[config.mk]
export PLATFORM = sky130hd
export DESIGN_NAME = servo_slew_limited_position_flat
export DESIGN_NICKNAME = d
export VERILOG_FILES = /design/src/sslp_pkg.sv /design/src/sslp_in_if.sv /design/src/sslp_out_if.sv /design/src/sslp_cfg_if.sv /design/src/sslp_div.sv /design/src/sslp_seq.sv /design/src/servo_slew_limited_position.sv /design/src/flat_wrapper.sv
export VERILOG_INCLUDE_DIRS = /design/src /design/src/src
export SDC_FILE = /design/constraint.sdc
export NUM_CORES = 2
export LEC_CHECK = 0
export BUFFER_PORTS_ARGS = -buffer_cell sky130_fd_sc_hd__buf_2
export CAP_MARGIN = 10
export CORE_MARGIN = 1.5
export CORE_UTILIZATION = 35
export DETAILED_ROUTE_END_ITERATION = 16
export GPL_TIMING_DRIVEN = 0
export PLACE_DENSITY = 0.49
export SLEW_MARGIN = 5
export SYNTH_ARGS = -nofsm -noshare
export SYNTH_HDL_FRONTEND = slang
export SYNTH_SLANG_ARGS = --single-unit
export TNS_END_PERCENT = 5
[constraint.sdc]
create_clock -name clk -period 9.1 [get_ports clk]
set_input_delay 1.82 -clock clk [delete_from_list [all_inputs] [get_ports clk]]
set_output_delay 1.82 -clock clk [all_outputs]
set_load 0.01 [all_outputs]
[src/servo_slew_limited_position_macros.svh]
// Assertion macros for the servo slew-limited position controller.
// Used by the top level; no other dependencies.
`ifndef SERVO_SLEW_LIMITED_POSITION_MACROS_SVH
`define SERVO_SLEW_LIMITED_POSITION_MACROS_SVH

`ifndef SYNTHESIS

`define SSLP_ASSERT_IMPL(label, clk, rst_n, ante, cons) \
    label: assert property (@(posedge clk) disable iff (!rst_n) (ante) |-> (cons)) \
        else $error("sslp assertion failed");

`define SSLP_ASSERT_NEXT(label, clk, rst_n, ante, cons) \
    label: assert property (@(posedge clk) disable iff (!rst_n) (ante) |=> (cons)) \
        else $error("sslp assertion failed");

`else

`define SSLP_ASSERT_IMPL(label, clk, rst_n, ante, cons)

`define SSLP_ASSERT_NEXT(label, clk, rst_n, ante, cons)

`endif

`endif

[src/sslp_pkg.sv]
// Package for the servo slew-limited position controller.
// Holds command codes, register indexes, reset values, sequencer types.
`timescale 1ns / 1ps

package sslp_pkg;

    localparam int OPENING_BITS_DEF = 16;

    localparam logic [15:0] MAX_OPENING_RST   = 16'd65535;
    localparam logic [15:0] SPEED_RST         = 16'd100;
    localparam logic [15:0] BOOT_OPENING_RST  = 16'd0;
    localparam logic [15:0] CLOSED_PULSE_RST  = 16'd1000;
    localparam logic [15:0] OPEN_PULSE_RST    = 16'd2000;
    localparam logic [31:0] RELEASE_AFTER_RST = 32'd0;

    localparam logic [2:0] CFG_MAX_OPENING   = 3'd0;
    localparam logic [2:0] CFG_SPEED         = 3'd1;
    localparam logic [2:0] CFG_BOOT_OPENING  = 3'd2;
    localparam logic [2:0] CFG_CLOSED_PULSE  = 3'd3;
    localparam logic [2:0] CFG_OPEN_PULSE    = 3'd4;
    localparam logic [2:0] CFG_RELEASE_AFTER = 3'd5;

    typedef enum logic [1:0] {
        FUNC_INIT   = 2'd0,
        FUNC_SET    = 2'd1,
        FUNC_FREEZE = 2'd2,
        FUNC_TICK   = 2'd3
    } func_t;

    typedef enum logic [3:0] {
        S_IDLE,
        S_STEP,
        S_UPDATE,
        S_PMUL,
        S_PDIV_GO,
        S_PDIV_WAIT,
        S_EDIV_GO,
        S_EDIV_WAIT,
        S_DONE
    } seq_state_t;

    typedef struct packed {
        logic ready;
        logic mul_step;
        logic update;
        logic mul_pulse;
        logic div_start;
        logic div_eta;
        logic cap_pulse;
        logic cap_eta;
        logic eta_const;
        logic load_out;
    } seq_ctl_t;

    typedef struct packed {
        logic div_done;
        logic speed_zero;
        logic out_free;
    } seq_stat_t;

endpackage

[src/sslp_in_if.sv]
// Command channel interface: valid, ready and one command item.
// No dependencies.
`timescale 1ns / 1ps

interface sslp_in_if;
    logic        valid;
    logic        ready;
    logic [1:0]  func;
    logic [15:0] target_opening;
    logic [15:0] elapsed;

    modport source (output valid, func, target_opening, elapsed, input ready);
    modport sink (input valid, func, target_opening, elapsed, output ready);
endinterface

[src/sslp_out_if.sv]
// Result channel interface: valid, ready and one result item.
// No dependencies.
`timescale 1ns / 1ps

interface sslp_out_if;
    logic        valid;
    logic        ready;
    logic        accepted;
    logic        arrived;
    logic [15:0] position;
    logic [15:0] pulse_width;
    logic        drive_on;
    logic [15:0] time_to_target;

    modport source (output valid, accepted, arrived, position, pulse_width, drive_on,
                    time_to_target, input ready);
    modport sink (input valid, accepted, arrived, position, pulse_width, drive_on,
                  time_to_target, output ready);
endinterface

[src/sslp_cfg_if.sv]
// Configuration write channel interface: valid, ready, register index and data.
// No dependencies.
`timescale 1ns / 1ps

interface sslp_cfg_if;
    logic        valid;
    logic        ready;
    logic [2:0]  index;
    logic [31:0] data;

    modport source (output valid, index, data, input ready);
    modport sink (input valid, index, data, output ready);
endinterface

[src/sslp_div.sv]
// Shared restoring divider, one quotient bit per cycle, 16-bit divisor.
// No package dependencies.
`timescale 1ns / 1ps

module sslp_div #(
    parameter int DW = 32
) (
    input  logic                        clk,
    input  logic                        rst_n,
    input  logic                        start,
    input  logic [DW-1:0]               dividend,
    input  logic [15:0]                 divisor,
    input  logic [$clog2(DW+1)-1:0]     count,
    output logic                        busy,
    output logic                        done,
    output logic [DW-1:0]               quotient,
    output logic [15:0]                 remainder
);

    localparam int CW = $clog2(DW + 1);

    logic            busy_reg, busy_next;
    logic            done_reg, done_next;
    logic [CW-1:0]   cnt_reg, cnt_next;
    logic [DW-1:0]   q_reg, q_next;
    logic [15:0]     r_reg, r_next;
    logic [15:0]     d_reg, d_next;
    logic [16:0]     trial;
    logic            ge;

    assign trial = {r_reg, q_reg[DW-1]};
    assign ge    = trial >= {1'b0, d_reg};

    always_comb
    begin
        busy_next = busy_reg;
        done_next = 1'b0;
        cnt_next  = cnt_reg;
        q_next    = q_reg;
        r_next    = r_reg;
        d_next    = d_reg;
        if (start)
        begin
            busy_next = 1'b1;
            cnt_next  = count;
            q_next    = dividend;
            r_next    = 16'd0;
            d_next    = divisor;
        end
        else if (busy_reg)
        begin
            q_next   = {q_reg[DW-2:0], ge};
            r_next   = ge ? 16'(trial - {1'b0, d_reg}) : trial[15:0];
            cnt_next = cnt_reg - CW'(1);
            if (cnt_reg == CW'(1))
            begin
                busy_next = 1'b0;
                done_next = 1'b1;
            end
        end
    end

    always_ff @(posedge clk or negedge rst_n)
    begin
        if (!rst_n)
        begin
            busy_reg <= 1'b0;
            done_reg <= 1'b0;
            cnt_reg  <= '0;
        end
        else
        begin
            busy_reg <= busy_next;
            done_reg <= done_next;
            cnt_reg  <= cnt_next;
        end
    end

    always_ff @(posedge clk)
    begin
        q_reg <= q_next;
        r_reg <= r_next;
        d_reg <= d_next;
    end

    assign busy      = busy_reg;
    assign done      = done_reg;
    assign quotient  = q_reg;
    assign remainder = r_reg;

endmodule

[src/sslp_seq.sv]
// Sequencer for the servo controller: steps one command through multiply, update,
// pulse multiply and the divisions (one at zero speed). Depends on sslp_pkg.
`timescale 1ns / 1ps

module sslp_seq (
    input  logic                clk,
    input  logic                rst_n,
    input  logic                cmd_valid,
    input  sslp_pkg::seq_stat_t stat,
    output sslp_pkg::seq_ctl_t  ctl
);

    import sslp_pkg::*;

    seq_state_t state_reg, state_next;

    always_comb
    begin
        state_next = state_reg;
        unique case (state_reg)
            S_IDLE:      if (cmd_valid) state_next = S_STEP;
            S_STEP:      state_next = S_UPDATE;
            S_UPDATE:    state_next = S_PMUL;
            S_PMUL:      state_next = S_PDIV_GO;
            S_PDIV_GO:   state_next = S_PDIV_WAIT;
            S_PDIV_WAIT: if (stat.div_done) state_next = S_EDIV_GO;
            S_EDIV_GO:   state_next = stat.speed_zero ? S_DONE : S_EDIV_WAIT;
            S_EDIV_WAIT: if (stat.div_done) state_next = S_DONE;
            S_DONE:      if (stat.out_free) state_next = S_IDLE;
            default:     state_next = S_IDLE;
        endcase
    end

    always_comb
    begin
        ctl           = '0;
        ctl.ready     = state_reg == S_IDLE;
        ctl.mul_step  = state_reg == S_STEP;
        ctl.update    = state_reg == S_UPDATE;
        ctl.mul_pulse = state_reg == S_PMUL;
        ctl.div_start = (state_reg == S_PDIV_GO)
                        || (state_reg == S_EDIV_GO && !stat.speed_zero);
        ctl.div_eta   = state_reg == S_EDIV_GO;
        ctl.cap_pulse = state_reg == S_PDIV_WAIT && stat.div_done;
        ctl.cap_eta   = state_reg == S_EDIV_WAIT && stat.div_done;
        ctl.eta_const = state_reg == S_EDIV_GO && stat.speed_zero;
        ctl.load_out  = state_reg == S_DONE && stat.out_free;
    end

    always_ff @(posedge clk or negedge rst_n)
    begin
        if (!rst_n)
            state_reg <= S_IDLE;
        else
            state_reg <= state_next;
    end

endmodule

[src/servo_slew_limited_position.sv]
// Servo slew-limited position controller: top level with datapath and registers.
// A command runs through the shared bit-serial divider, first for the pulse width and then
// for the time to target; zero speed skips the second run. A new command is taken only
// after the previous result is loaded; a waiting result holds the sequencer in its last
// step. Reset is asynchronous and clears state.
`timescale 1ns / 1ps
`include "servo_slew_limited_position_macros.svh"

module servo_slew_limited_position #(
    parameter int OPENING_BITS = sslp_pkg::OPENING_BITS_DEF
) (
    input logic       clk,
    input logic       rst_n,
    sslp_cfg_if.sink  cfg,
    sslp_in_if.sink   cmd,
    sslp_out_if.source rsp
);

    import sslp_pkg::*;

    localparam int OB = OPENING_BITS;
    localparam int MW = (OB > 16) ? OB : 16;
    localparam int PW = MW + 16;
    localparam int DW = OB + 16;
    localparam int CW = $clog2(DW + 1);
    localparam int EW = DW + 2;

    seq_ctl_t  ctl;
    seq_stat_t stat;

    logic [15:0] max_reg, speed_reg, boot_reg, closed_reg, open_reg;
    logic [31:0] release_reg;

    logic [OB-1:0] pos_reg, pos_next;
    logic [OB-1:0] goal_reg, goal_next;
    logic [31:0]   idle_reg, idle_next;
    logic          pend_reg, pend_next;

    logic [1:0]  func_reg;
    logic [15:0] tgt_reg, dt_reg;
    logic        acc_reg, acc_next;
    logic        arr_reg, arr_next;
    logic [PW-1:0] prod_reg;
    logic          neg_reg;
    logic [15:0]   pulse_reg, eta_reg;

    logic        rsp_valid_reg;
    logic        rsp_acc_reg, rsp_arr_reg, rsp_drive_reg;
    logic [15:0] rsp_pos_reg, rsp_pulse_reg, rsp_eta_reg;

    logic [OB-1:0] gap;
    logic [31:0]   pos32, speed32, boot32, tgt32;
    logic [15:0]   diff_mag;
    logic [MW-1:0] mul_a;
    logic [15:0]   mul_b;
    logic [PW-1:0] prod_full;
    logic [32:0]   idle_sum;
    logic [15:0]   max_or1;

    logic [DW-1:0] div_dividend, div_q;
    logic [15:0]   div_divisor, div_r;
    logic [CW-1:0] div_count;
    logic          div_busy, div_done;

    logic [EW-1:0] qq, closed_e, sum_e;
    logic [15:0]   pulse_val, eta_val;

    // Configuration registers.
    assign cfg.ready = 1'b1;

    always_ff @(posedge clk or negedge rst_n)
    begin
        if (!rst_n)
        begin
            max_reg     <= MAX_OPENING_RST;
            speed_reg   <= SPEED_RST;
            boot_reg    <= BOOT_OPENING_RST;
            closed_reg  <= CLOSED_PULSE_RST;
            open_reg    <= OPEN_PULSE_RST;
            release_reg <= RELEASE_AFTER_RST;
        end
        else if (cfg.valid)
        begin
            unique case (cfg.index)
                CFG_MAX_OPENING:   max_reg     <= cfg.data[15:0];
                CFG_SPEED:         speed_reg   <= cfg.data[15:0];
                CFG_BOOT_OPENING:  boot_reg    <= cfg.data[15:0];
                CFG_CLOSED_PULSE:  closed_reg  <= cfg.data[15:0];
                CFG_OPEN_PULSE:    open_reg    <= cfg.data[15:0];
                CFG_RELEASE_AFTER: release_reg <= cfg.data;
                default:           ;
            endcase
        end
    end

    sslp_seq u_seq (
        .clk       (clk),
        .rst_n     (rst_n),
        .cmd_valid (cmd.valid),
        .stat      (stat),
        .ctl       (ctl)
    );

    assign cmd.ready       = ctl.ready;
    assign stat.div_done   = div_done;
    assign stat.speed_zero = speed_reg == 16'd0;
    assign stat.out_free   = !rsp_valid_reg || rsp.ready;

    always_ff @(posedge clk)
    begin
        if (cmd.valid && ctl.ready)
        begin
            func_reg <= cmd.func;
            tgt_reg  <= cmd.target_opening;
            dt_reg   <= cmd.elapsed;
        end
    end

    assign pos32    = {{(32 - OB){1'b0}}, pos_reg};
    assign speed32  = {16'd0, speed_reg};
    assign boot32   = {16'd0, boot_reg};
    assign tgt32    = {16'd0, tgt_reg};
    assign gap      = (goal_reg > pos_reg) ? OB'(goal_reg - pos_reg) : OB'(pos_reg - goal_reg);
    assign diff_mag = (open_reg >= closed_reg) ? 16'(open_reg - closed_reg)
                                               : 16'(closed_reg - open_reg);
    assign idle_sum = {1'b0, idle_reg} + {17'd0, dt_reg};
    assign max_or1  = (max_reg == 16'd0) ? 16'd1 : max_reg;

    // The one multiplier serves the slew step and the pulse interpolation.
    assign mul_a     = ctl.mul_pulse ? pos32[MW-1:0] : speed32[MW-1:0];
    assign mul_b     = ctl.mul_pulse ? diff_mag : dt_reg;
    assign prod_full = {16'd0, mul_a} * {{(PW - 16){1'b0}}, mul_b};

    always_ff @(posedge clk)
    begin
        if (ctl.mul_step || ctl.mul_pulse)
            prod_reg <= prod_full;
        if (ctl.mul_pulse)
            neg_reg <= closed_reg > open_reg;
    end

    always_comb
    begin
        pos_next  = pos_reg;
        goal_next = goal_reg;
        idle_next = idle_reg;
        pend_next = pend_reg;
        acc_next  = 1'b1;
        arr_next  = 1'b0;
        unique case (func_t'(func_reg))
            FUNC_INIT:
            begin
                pos_next  = boot32[OB-1:0];
                goal_next = boot32[OB-1:0];
                idle_next = 32'd0;
                pend_next = 1'b0;
            end
            FUNC_SET:
            begin
                if (tgt_reg <= max_reg && tgt32[31:OB] == '0)
                begin
                    goal_next = tgt32[OB-1:0];
                    idle_next = 32'd0;
                    pend_next = 1'b1;
                end
                else
                    acc_next = 1'b0;
            end
            FUNC_FREEZE:
            begin
                goal_next = pos_reg;
                idle_next = 32'd0;
                pend_next = 1'b0;
            end
            FUNC_TICK:
            begin
                if (dt_reg != 16'd0 && pos_reg != goal_reg)
                begin
                    if ({{(PW - OB){1'b0}}, gap} <= prod_reg)
                        pos_next = goal_reg;
                    else if (goal_reg > pos_reg)
                        pos_next = OB'(pos_reg + prod_reg[OB-1:0]);
                    else
                        pos_next = OB'(pos_reg - prod_reg[OB-1:0]);
                    idle_next = 32'd0;
                end
                else
                    idle_next = idle_sum[32] ? 32'hFFFF_FFFF : idle_sum[31:0];
                if (pend_reg && pos_next == goal_reg)
                begin
                    pend_next = 1'b0;
                    arr_next  = 1'b1;
                end
            end
            default: ;
        endcase
    end

    always_ff @(posedge clk or negedge rst_n)
    begin
        if (!rst_n)
        begin
            pos_reg  <= '0;
            goal_reg <= '0;
            idle_reg <= 32'd0;
            pend_reg <= 1'b0;
        end
        else if (ctl.update)
        begin
            pos_reg  <= pos_next;
            goal_reg <= goal_next;
            idle_reg <= idle_next;
            pend_reg <= pend_next;
        end
    end

    always_ff @(posedge clk)
    begin
        if (ctl.update)
        begin
            acc_reg <= acc_next;
            arr_reg <= arr_next;
        end
    end

    // The divider runs the pulse numerator over the full width, then the distance
    // left-aligned so that only the opening bits are iterated.
    assign div_dividend = ctl.div_eta ? {gap, 16'd0} : prod_reg[DW-1:0];
    assign div_divisor  = ctl.div_eta ? speed_reg : max_or1;
    assign div_count    = ctl.div_eta ? CW'(OB) : CW'(DW);

    sslp_div #(
        .DW (DW)
    ) u_div (
        .clk       (clk),
        .rst_n     (rst_n),
        .start     (ctl.div_start),
        .dividend  (div_dividend),
        .divisor   (div_divisor),
        .count     (div_count),
        .busy      (div_busy),
        .done      (div_done),
        .quotient  (div_q),
        .remainder (div_r)
    );

    // A negative numerator rounds toward minus infinity.
    assign qq       = {2'b00, div_q} + EW'(neg_reg && div_r != 16'd0);
    assign closed_e = {{(EW - 16){1'b0}}, closed_reg};
    assign sum_e    = neg_reg ? (closed_e - qq) : (closed_e + qq);

    always_comb
    begin
        if (neg_reg)
            pulse_val = (qq > closed_e) ? 16'd0 : sum_e[15:0];
        else
            pulse_val = (sum_e[EW-1:16] != '0) ? 16'hFFFF : sum_e[15:0];
    end

    assign eta_val = (div_q[DW-1:16] != '0) ? 16'hFFFF : div_q[15:0];

    always_ff @(posedge clk)
    begin
        if (ctl.cap_pulse)
            pulse_reg <= pulse_val;
        if (ctl.cap_eta)
            eta_reg <= eta_val;
        else if (ctl.eta_const)
            eta_reg <= (gap != '0) ? 16'hFFFF : 16'd0;
    end

    // Output register.
    always_ff @(posedge clk or negedge rst_n)
    begin
        if (!rst_n)
            rsp_valid_reg <= 1'b0;
        else if (ctl.load_out)
            rsp_valid_reg <= 1'b1;
        else if (rsp.ready)
            rsp_valid_reg <= 1'b0;
    end

    always_ff @(posedge clk)
    begin
        if (ctl.load_out)
        begin
            rsp_acc_reg   <= acc_reg;
            rsp_arr_reg   <= arr_reg;
            rsp_pos_reg   <= pos32[15:0];
            rsp_pulse_reg <= pulse_reg;
            rsp_drive_reg <= (release_reg == 32'd0) || (idle_reg < release_reg);
            rsp_eta_reg   <= eta_reg;
        end
    end

    assign rsp.valid          = rsp_valid_reg;
    assign rsp.accepted       = rsp_acc_reg;
    assign rsp.arrived        = rsp_arr_reg;
    assign rsp.position       = rsp_pos_reg;
    assign rsp.pulse_width    = rsp_pulse_reg;
    assign rsp.drive_on       = rsp_drive_reg;
    assign rsp.time_to_target = rsp_eta_reg;

    `SSLP_ASSERT_NEXT(a_one_item_at_a_time, clk, rst_n, cmd.valid && cmd.ready, !cmd.ready)
    `SSLP_ASSERT_IMPL(a_div_start_when_free, clk, rst_n, ctl.div_start, !div_busy)
    `SSLP_ASSERT_NEXT(a_init_clears_pending, clk, rst_n, ctl.update && func_reg == FUNC_INIT, !pend_reg)
    `SSLP_ASSERT_IMPL(a_load_only_when_free, clk, rst_n, ctl.load_out, !rsp_valid_reg || rsp.ready)

endmodule
[src/flat_wrapper.sv]
// flat-port wrapper written by rule: the top's interface ports become plain ports
module servo_slew_limited_position_flat import sslp_pkg::*;
#(
    parameter int OPENING_BITS = sslp_pkg::OPENING_BITS_DEF
)
  (clk, rst_n, cfg_valid, cfg_index, cfg_data, cfg_ready, cmd_valid, cmd_func, cmd_target_opening, cmd_elapsed, cmd_ready, rsp_valid, rsp_accepted, rsp_arrived, rsp_position, rsp_pulse_width, rsp_drive_on, rsp_time_to_target, rsp_ready);
  sslp_cfg_if cfg_i ();
  sslp_in_if cmd_i ();
  sslp_out_if rsp_i ();
  input logic clk;
  input logic rst_n;
  input wire logic [$bits(cfg_i.valid)-1:0] cfg_valid;
  input wire logic [$bits(cfg_i.index)-1:0] cfg_index;
  input wire logic [$bits(cfg_i.data)-1:0] cfg_data;
  output wire logic [$bits(cfg_i.ready)-1:0] cfg_ready;
  input wire logic [$bits(cmd_i.valid)-1:0] cmd_valid;
  input wire logic [$bits(cmd_i.func)-1:0] cmd_func;
  input wire logic [$bits(cmd_i.target_opening)-1:0] cmd_target_opening;
  input wire logic [$bits(cmd_i.elapsed)-1:0] cmd_elapsed;
  output wire logic [$bits(cmd_i.ready)-1:0] cmd_ready;
  output wire logic [$bits(rsp_i.valid)-1:0] rsp_valid;
  output wire logic [$bits(rsp_i.accepted)-1:0] rsp_accepted;
  output wire logic [$bits(rsp_i.arrived)-1:0] rsp_arrived;
  output wire logic [$bits(rsp_i.position)-1:0] rsp_position;
  output wire logic [$bits(rsp_i.pulse_width)-1:0] rsp_pulse_width;
  output wire logic [$bits(rsp_i.drive_on)-1:0] rsp_drive_on;
  output wire logic [$bits(rsp_i.time_to_target)-1:0] rsp_time_to_target;
  input wire logic [$bits(rsp_i.ready)-1:0] rsp_ready;
  assign cfg_i.valid = cfg_valid;
  assign cfg_i.index = cfg_index;
  assign cfg_i.data = cfg_data;
  assign cfg_ready = cfg_i.ready;
  assign cmd_i.valid = cmd_valid;
  assign cmd_i.func = cmd_func;
  assign cmd_i.target_opening = cmd_target_opening;
  assign cmd_i.elapsed = cmd_elapsed;
  assign cmd_ready = cmd_i.ready;
  assign rsp_valid = rsp_i.valid;
  assign rsp_accepted = rsp_i.accepted;
  assign rsp_arrived = rsp_i.arrived;
  assign rsp_position = rsp_i.position;
  assign rsp_pulse_width = rsp_i.pulse_width;
  assign rsp_drive_on = rsp_i.drive_on;
  assign rsp_time_to_target = rsp_i.time_to_target;
  assign rsp_i.ready = rsp_ready;
  servo_slew_limited_position #(.OPENING_BITS(OPENING_BITS)) u_core (.clk(clk), .rst_n(rst_n), .cfg(cfg_i), .cmd(cmd_i), .rsp(rsp_i));
endmodule
Word level (Yosys, flattened, before mapping)
Cells that the tools add are included.
{"block": "totals", "ff_bits": 406, "latchBits": 0, "ramBits": 0, "rom_bits": 0, "in_bits": 74, "output_inout_bits": 54, "elab_cells": 173, "mem_count": 0}
{"block": "classes", "n_addsub": 12, "n_mul": 1, "div": 0, "n_lt_le_gt_ge": 8, "n_eq_ne": 25, "shifts": 0, "n_mux": 51, "bitwise": 0, "n_reduce_logical": 43}
{"operator": "$mux 16", "n": 19}
{"operator": "$mux 32", "n": 6}
{"operator": "$pmux 32 s3", "n": 1}
{"operator": "$sub 16x16->16", "n": 6}
{"operator": "$reduce_bool 16->1", "n": 4}
{"operator": "$pmux 16 s3", "n": 1}
{"operator": "$pmux 4 s9", "n": 1}
{"operator": "$add 16x34->34", "n": 1}
{"operator": "$gt 34x16->1", "n": 1}
{"operator": "$mux 34", "n": 1}
{"operator": "$sub 16x34->34", "n": 1}
{"operator": "$add 32x1->33", "n": 1}
{"operator": "$add 32x16->33", "n": 1}
{"operator": "$gt 16x16->1", "n": 2}
{"operator": "$le 16x32->1", "n": 1}
{"operator": "$logic_not 16->1", "n": 2}
{"operator": "$logic_not 32->1", "n": 1}
{"operator": "$lt 32x32->1", "n": 1}
{"operator": "$mul 16x16->32", "n": 1}
{"operator": "$pmux 16 s2", "n": 1}
{"operator": "$mux 4", "n": 5}
{"operator": "$mux 6", "n": 3}
{"operator": "$reduce_bool 18->1", "n": 1}
{"operator": "$ge 17x16->1", "n": 1}
{"operator": "other kinds (32)", "n": 77}

Logic depth before layout (Yosys ltp)
{"block": "depth", "word_depth": 10, "mapped_depth": 40, "mapped_depth_nobuf": 39}

Cells and area by module
A second synthesis with hierarchy kept.
{"block": "hier_totals", "cells_unflattened": 4020, "area_unflattened_um2": 37265.7}
{"module": "servo_slew_limited_position", "instances": 1, "cells_each": 3622, "area_each_um2": 32944.1}
{"module": "sslp_div", "instances": 1, "cells_each": 355, "area_each_um2": 3998.8}
{"module": "sslp_seq", "instances": 1, "cells_each": 43, "area_each_um2": 322.8}

Worst setup path before layout
OpenSTA, ideal clock, no wires.
{"block": "synth_path", "kind": "register to register", "startpoint": "register u_core.closed_reg[1]", "endpoint": "register u_core.prod_reg[31] (data pin)", "setup_time_ns": 0.260, "arrival_ns": 9.557, "required_time_ns": 8.840, "slack_ns": -0.717, "path_stages_with_launch": 38, "cell_sequence": "dfrtp_1 inv_1 fa_1 a21o_1 a21o_1 a221oi_1 a21oi_1 o21ai_0 nand2_1 mux2i_1 a21oi_1 o21a_1 o31ai_1 clkbuf_1 nand2_1 fa_1 inv_1 fa_1 (+2 left out) inv_1 fa_1 fa_1 inv_1 fa_1 inv_1 ha_1 and3_1 a221o_1 a21o_1 a32oi_1 a21oi_1 o41ai_1 o211a_1 a31oi_1 o21a_1 nor2_1 xnor2_1"}
{"block": "synth_via", "elab_chain_len": 4}
{"item": "start, declared", "line_no": "servo_slew_limited_position.sv:31", "rtl": "logic [15:0] max_reg, speed_reg, boot_reg, closed_reg, open_reg;"}
{"item": "start signal, assigned", "line_no": "servo_slew_limited_position.sv:88", "rtl": "CFG_CLOSED_PULSE: closed_reg <= cfg.data[15:0];"}
{"item": "$sub 16x16->16 (tied with other cells)", "line_no": "servo_slew_limited_position.sv:125", "rtl": ": 16'(closed_reg - open_reg);"}
{"item": "$mux 16 (*)", "line_no": "servo_slew_limited_position.sv:124", "rtl": "assign diff_mag = (open_reg >= closed_reg) ? 16'(open_reg - closed_reg)"}
{"item": "$mux 16 (*)", "line_no": "servo_slew_limited_position.sv:131", "rtl": "assign mul_b = ctl.mul_pulse ? diff_mag : dt_reg;"}
{"item": "$mul 16x16->32 (*)", "line_no": "servo_slew_limited_position.sv:132", "rtl": "assign prod_full = {16'd0, mul_a} * {{(PW - 16){1'b0}}, mul_b};"}
{"item": "via u_core.prod_full[31]", "line_no": "servo_slew_limited_position.sv:56", "rtl": "logic [PW-1:0] prod_full;"}
{"item": "end signal, assigned", "line_no": "servo_slew_limited_position.sv:137", "rtl": "prod_reg <= prod_full;"}
{"item": "end, declared", "line_no": "servo_slew_limited_position.sv:43", "rtl": "logic [PW-1:0] prod_reg;"}
Mark *: on every way through the listed nets, which the timed path passes. The rest lies on a longest branch.
A chain may end at the register's enable or synchronous reset.

Worst setup path after layout
{"block": "layout_path", "startpoint": "register u_core.open_reg[7]", "endpoint": "register u_core.prod_reg[31] (data pin)"}
{"block": "layout_via", "elab_chain_len": 4}
{"item": "start, declared", "line_no": "servo_slew_limited_position.sv:31"}
{"item": "start signal, assigned", "line_no": "servo_slew_limited_position.sv:89", "rtl": "CFG_OPEN_PULSE: open_reg <= cfg.data[15:0];"}
{"item": "$sub 16x16->16 (tied with other cells)", "line_no": "servo_slew_limited_position.sv:125"}
{"item": "$mux 16 (*)", "line_no": "servo_slew_limited_position.sv:124"}
{"item": "$mux 16 (*)", "line_no": "servo_slew_limited_position.sv:131"}
{"item": "$mul 16x16->32 (*)", "line_no": "servo_slew_limited_position.sv:132"}
{"item": "via u_core.prod_full[31]", "line_no": "servo_slew_limited_position.sv:56"}
Marks and branches as above.

==> run metrics <==
outcome finished with violations; violations in the final reports negative setup slack; Hold Path Class reg -> reg; most used cell, CP fa_1; DP Wirelength approximately 100000 um; Diodes inserted 0; DIE WIDTH 324 um; CTS tree built; GRT Residual Overflow 0; global-route wire length before repair between 150000 and 200000 um; routed length per instance 23.8 um; critical path class reg -> reg; largest area contributor in the netlist edfxtp_1; Fill cells between 10k and 15k; clock slew seen by the registers of the worst setup and hold paths roughly 0.06 ns; unrepaired setup endpoints after global routing true; Slew Limit Fails 0; cells after synthesis approximately 3.9k; Syn-to-layout area delta 15.5%; Max H-tree Level 2; Placement Rows 117; crit end category register; Async SR Flop Fraction 0.468; final setup margin -0.407 ns; Top FF cell, synth edfxtp_1; WHS ~0.42 ns; VDD IR max 719 uV; DRT antenna net count 0; CTS Root Cell clkbuf_16; Syn Area/Cell between 9 and 10 um^2; largest net degree at the start of global routing 104; Synth cell types 95; Peak Freq 105 MHz; Final GP Congestion approximately 0.94; r2r setup slk -0.41 ns; synthesized cell area approximately 36000 um^2; wirelength, routed about 130000 um; share of cells above drive strength 1 0.137; Area contributors post-synth edfxtp_1 (17%), fa_1 (11%), ha_1 (11%), dfrtp_1 (11%), inv_1 (4.8%); FF-to-FF path depth 33; post-route cell area between 40000 and 50000 um^2; Nets between 4k and 5k; period utilisation layout 1.04; cts bufs inserted 52; Area after DPL slightly below 40000 um^2; CTS hold repair buffers 0; clock tree buffer depth 3; relative slew slack 0.146; fin util 0.408; yosys warns 0; hold path depth 0; Die Ht roughly 320 um; CP max FO 8; Sw Share 0.447; CP Launch Type register; total I/O pin count approximately 130; power share of the sequential group 0.180; area of the core 102000 um^2; iteration count of the initial detailed-routing pass 5; via count approximately 30k; worst skew pair latency around 0.65 ns; Total GRT Usage 0.253; Port-buffer cells 125; register area share after synthesis 0.309; # setup viols final 6; Int Power 8010 uW; DRC 0; full die area between 100000 and 150000 um^2; WP data required 9.47 ns; initial antenna violation count 3; crit-path max cell delay approximately 0.56 ns; post-layout minimum cycle time 9.51 ns; syn_nets roughly 4.5k; synthesized flop and latch total ~410; Comb power frac 0.671; Worst Max-Slew Pin Slew ~1.2 ns; Clock Sinks 406; Synth top area share 0.167; Psw 6470 uW; vias in the first global route around 30k; Starting Density 0.353; TNS Setup -1.32 ns; max-cap violation count 0; slowest cell on the critical path fa_1; DR vias/cell around 5.5; Iteration-0 DRC Markers 2823; clock share of power 0.149; P_leak approximately 0.018 uW; Post-synth EDFFs 200; pwr dens roughly 350 nW/um^2; Final Hold Viols 0; Worst Skew approximately 0.037 ns; Critical Path AT between 9 and 10 ns; total power draw between 10000 and 15000 uW
==> cell families (layout without fill, tap and decap cells) <==
logic type | after synthesis | count (layout) | share of synthesized area
AND/OR/NAND/NOR | 1178 | 1178 | 0.159
AO/OA/AOI/OAI | 884 | 884 | 0.161
buffers and inverters | 617 | 898 | 0.0651
adder cells (fa/ha/maj) | 522 | 522 | 0.224
flip-flops | 406 | 406 | 0.309
XOR/XNOR | 170 | 170 | 0.0417
multiplexers | 135 | 135 | 0.0406
other | 1 | 1 | 0.000104
==> worst max-delay path: cells and delay by family, from the launching register on <==
| kind | cells | cell delay [ns] |
|---|---|---|
| AOI/OAI and AO/OA | 14 | 3.32 |
| xor gates and xnor gates | 1 | 0.10 |
| adders and majority gates | 8 | 3.81 |
| buffers and inverters | 4 | 0.22 |
| DFF | 1 | 0.53 |
| and+or+nand+nor | 6 | 1.21 |
==> through the flow <==
step           instances  worst slack (ns)
2_1_floorplan       3913           0.00507
5_1_grt             5562            -0.722
3_3_place_gp        5406             -2.30
6_report            5562            -0.407
4_1_cts             5554            -0.445
3_5_place_dp        5421             -2.30
==> synth_stat cells, drive strengths merged, types with 31 or more instances <==
master,number
inv,463
nand2,388
ha,319
nor2,267
o21ai,265
fa,203
edfxtp,200
dfrtp,159
a21oi,152
clkbuf,134
xnor2,134
a21o,89
mux2,88
nand3,80
nor3,64
nor4,63
nand4,53
o21a,50
and2,49
mux2i,47
a22oi,42
nor2b,40
nand2b,39
a211oi,36
xor2,35
a31oi,34
dfstp,31
==> area by class of cell <==
class | count | area, um^2 | area share
buffer | 149 | 719 | 0.0173
sequential | 406 | 11100 | 0.268
inverter | 464 | 1740 | 0.0419
tap | 1368 | 1710 | 0.0412
clock buffer | 64 | 1380 | 0.0331
timing repair buffer | 188 | 1250 | 0.0301
multi-input combinational | 2890 | 23300 | 0.560
clock inverter | 33 | 380 | 0.00915
==> cells in the final DEF, fill, tap and decap left out, types with 25 or more instances in the layout <==
cell type,n
o21a_1,49
o21ai_0,239
buf_4,51
a21oi_1,141
a31oi_1,31
dfrtp_1,158
a21o_1,88
buf_2,133
nand4_1,53
edfxtp_1,200
fa_1,199
nor4_1,58
mux2i_1,31
or2_2,26
inv_1,458
a22oi_1,42
clkbuf_16,54
nor3_1,62
clkbuf_1,124
a211oi_1,34
xor2_1,30
and3_1,25
xnor2_1,130
nor2b_1,39
ha_1,310
nand2b_1,38
dfstp_2,31
nand2_1,385
nor2_1,263
mux2_2,84
nand3_1,79
and2_1,46
==> metal layers <==
layer / track usage / part of all wire / vias to the layer above
li1: - / - / 14200
met1: 0.353 / 0.45 / 15200
met2: 0.403 / 0.45 / 939
met3: 0.0325 / 0.059 / 189
met4: 0.0857 / 0.036 / 2
met5: 0 / 0.000083 / -
==> repair_timing <==
| item | in CTS | in global routing |
|---|---|---|
| setup buffers | 36 | 10 |
| resized for setup | 89 | 57 |
| pin swaps | 46 | 41 |
| endpoints found under the setup margin | 20 | 13 |
| cloned | 1 | 0 |
==> power groups by stage <==
| stage | clock network, uW | logic (uW) | registers [uW] |
|---|---|---|---|
| after floorplan | 0 | 6350 | 2540 |
| after global placement | 0 | 8570 | 2620 |
| after detailed placement | 0 | 8590 | 2630 |
| after CTS | 2210 | 9420 | 2590 |
| after global routing | 2270 | 10800 | 2610 |
| final | 2160 | 9720 | 2600 |
==> final timing paths <==
kind	start	to
worst max-delay path	u_core.open_reg[7]	u_core.prod_reg[31]
worst min-delay path	u_core.eta_reg[4]	u_core.rsp.time_to_target[4]
worst max register to register	u_core.open_reg[7]	u_core.prod_reg[31]
worst min register to register	u_core.eta_reg[4]	u_core.rsp.time_to_target[4]
max in group asynchronous	rst_n	u_core.boot_reg[11]
min in group asynchronous	rst_n	u_core.idle_reg[16]
Power figures use the tool's default switching activity.
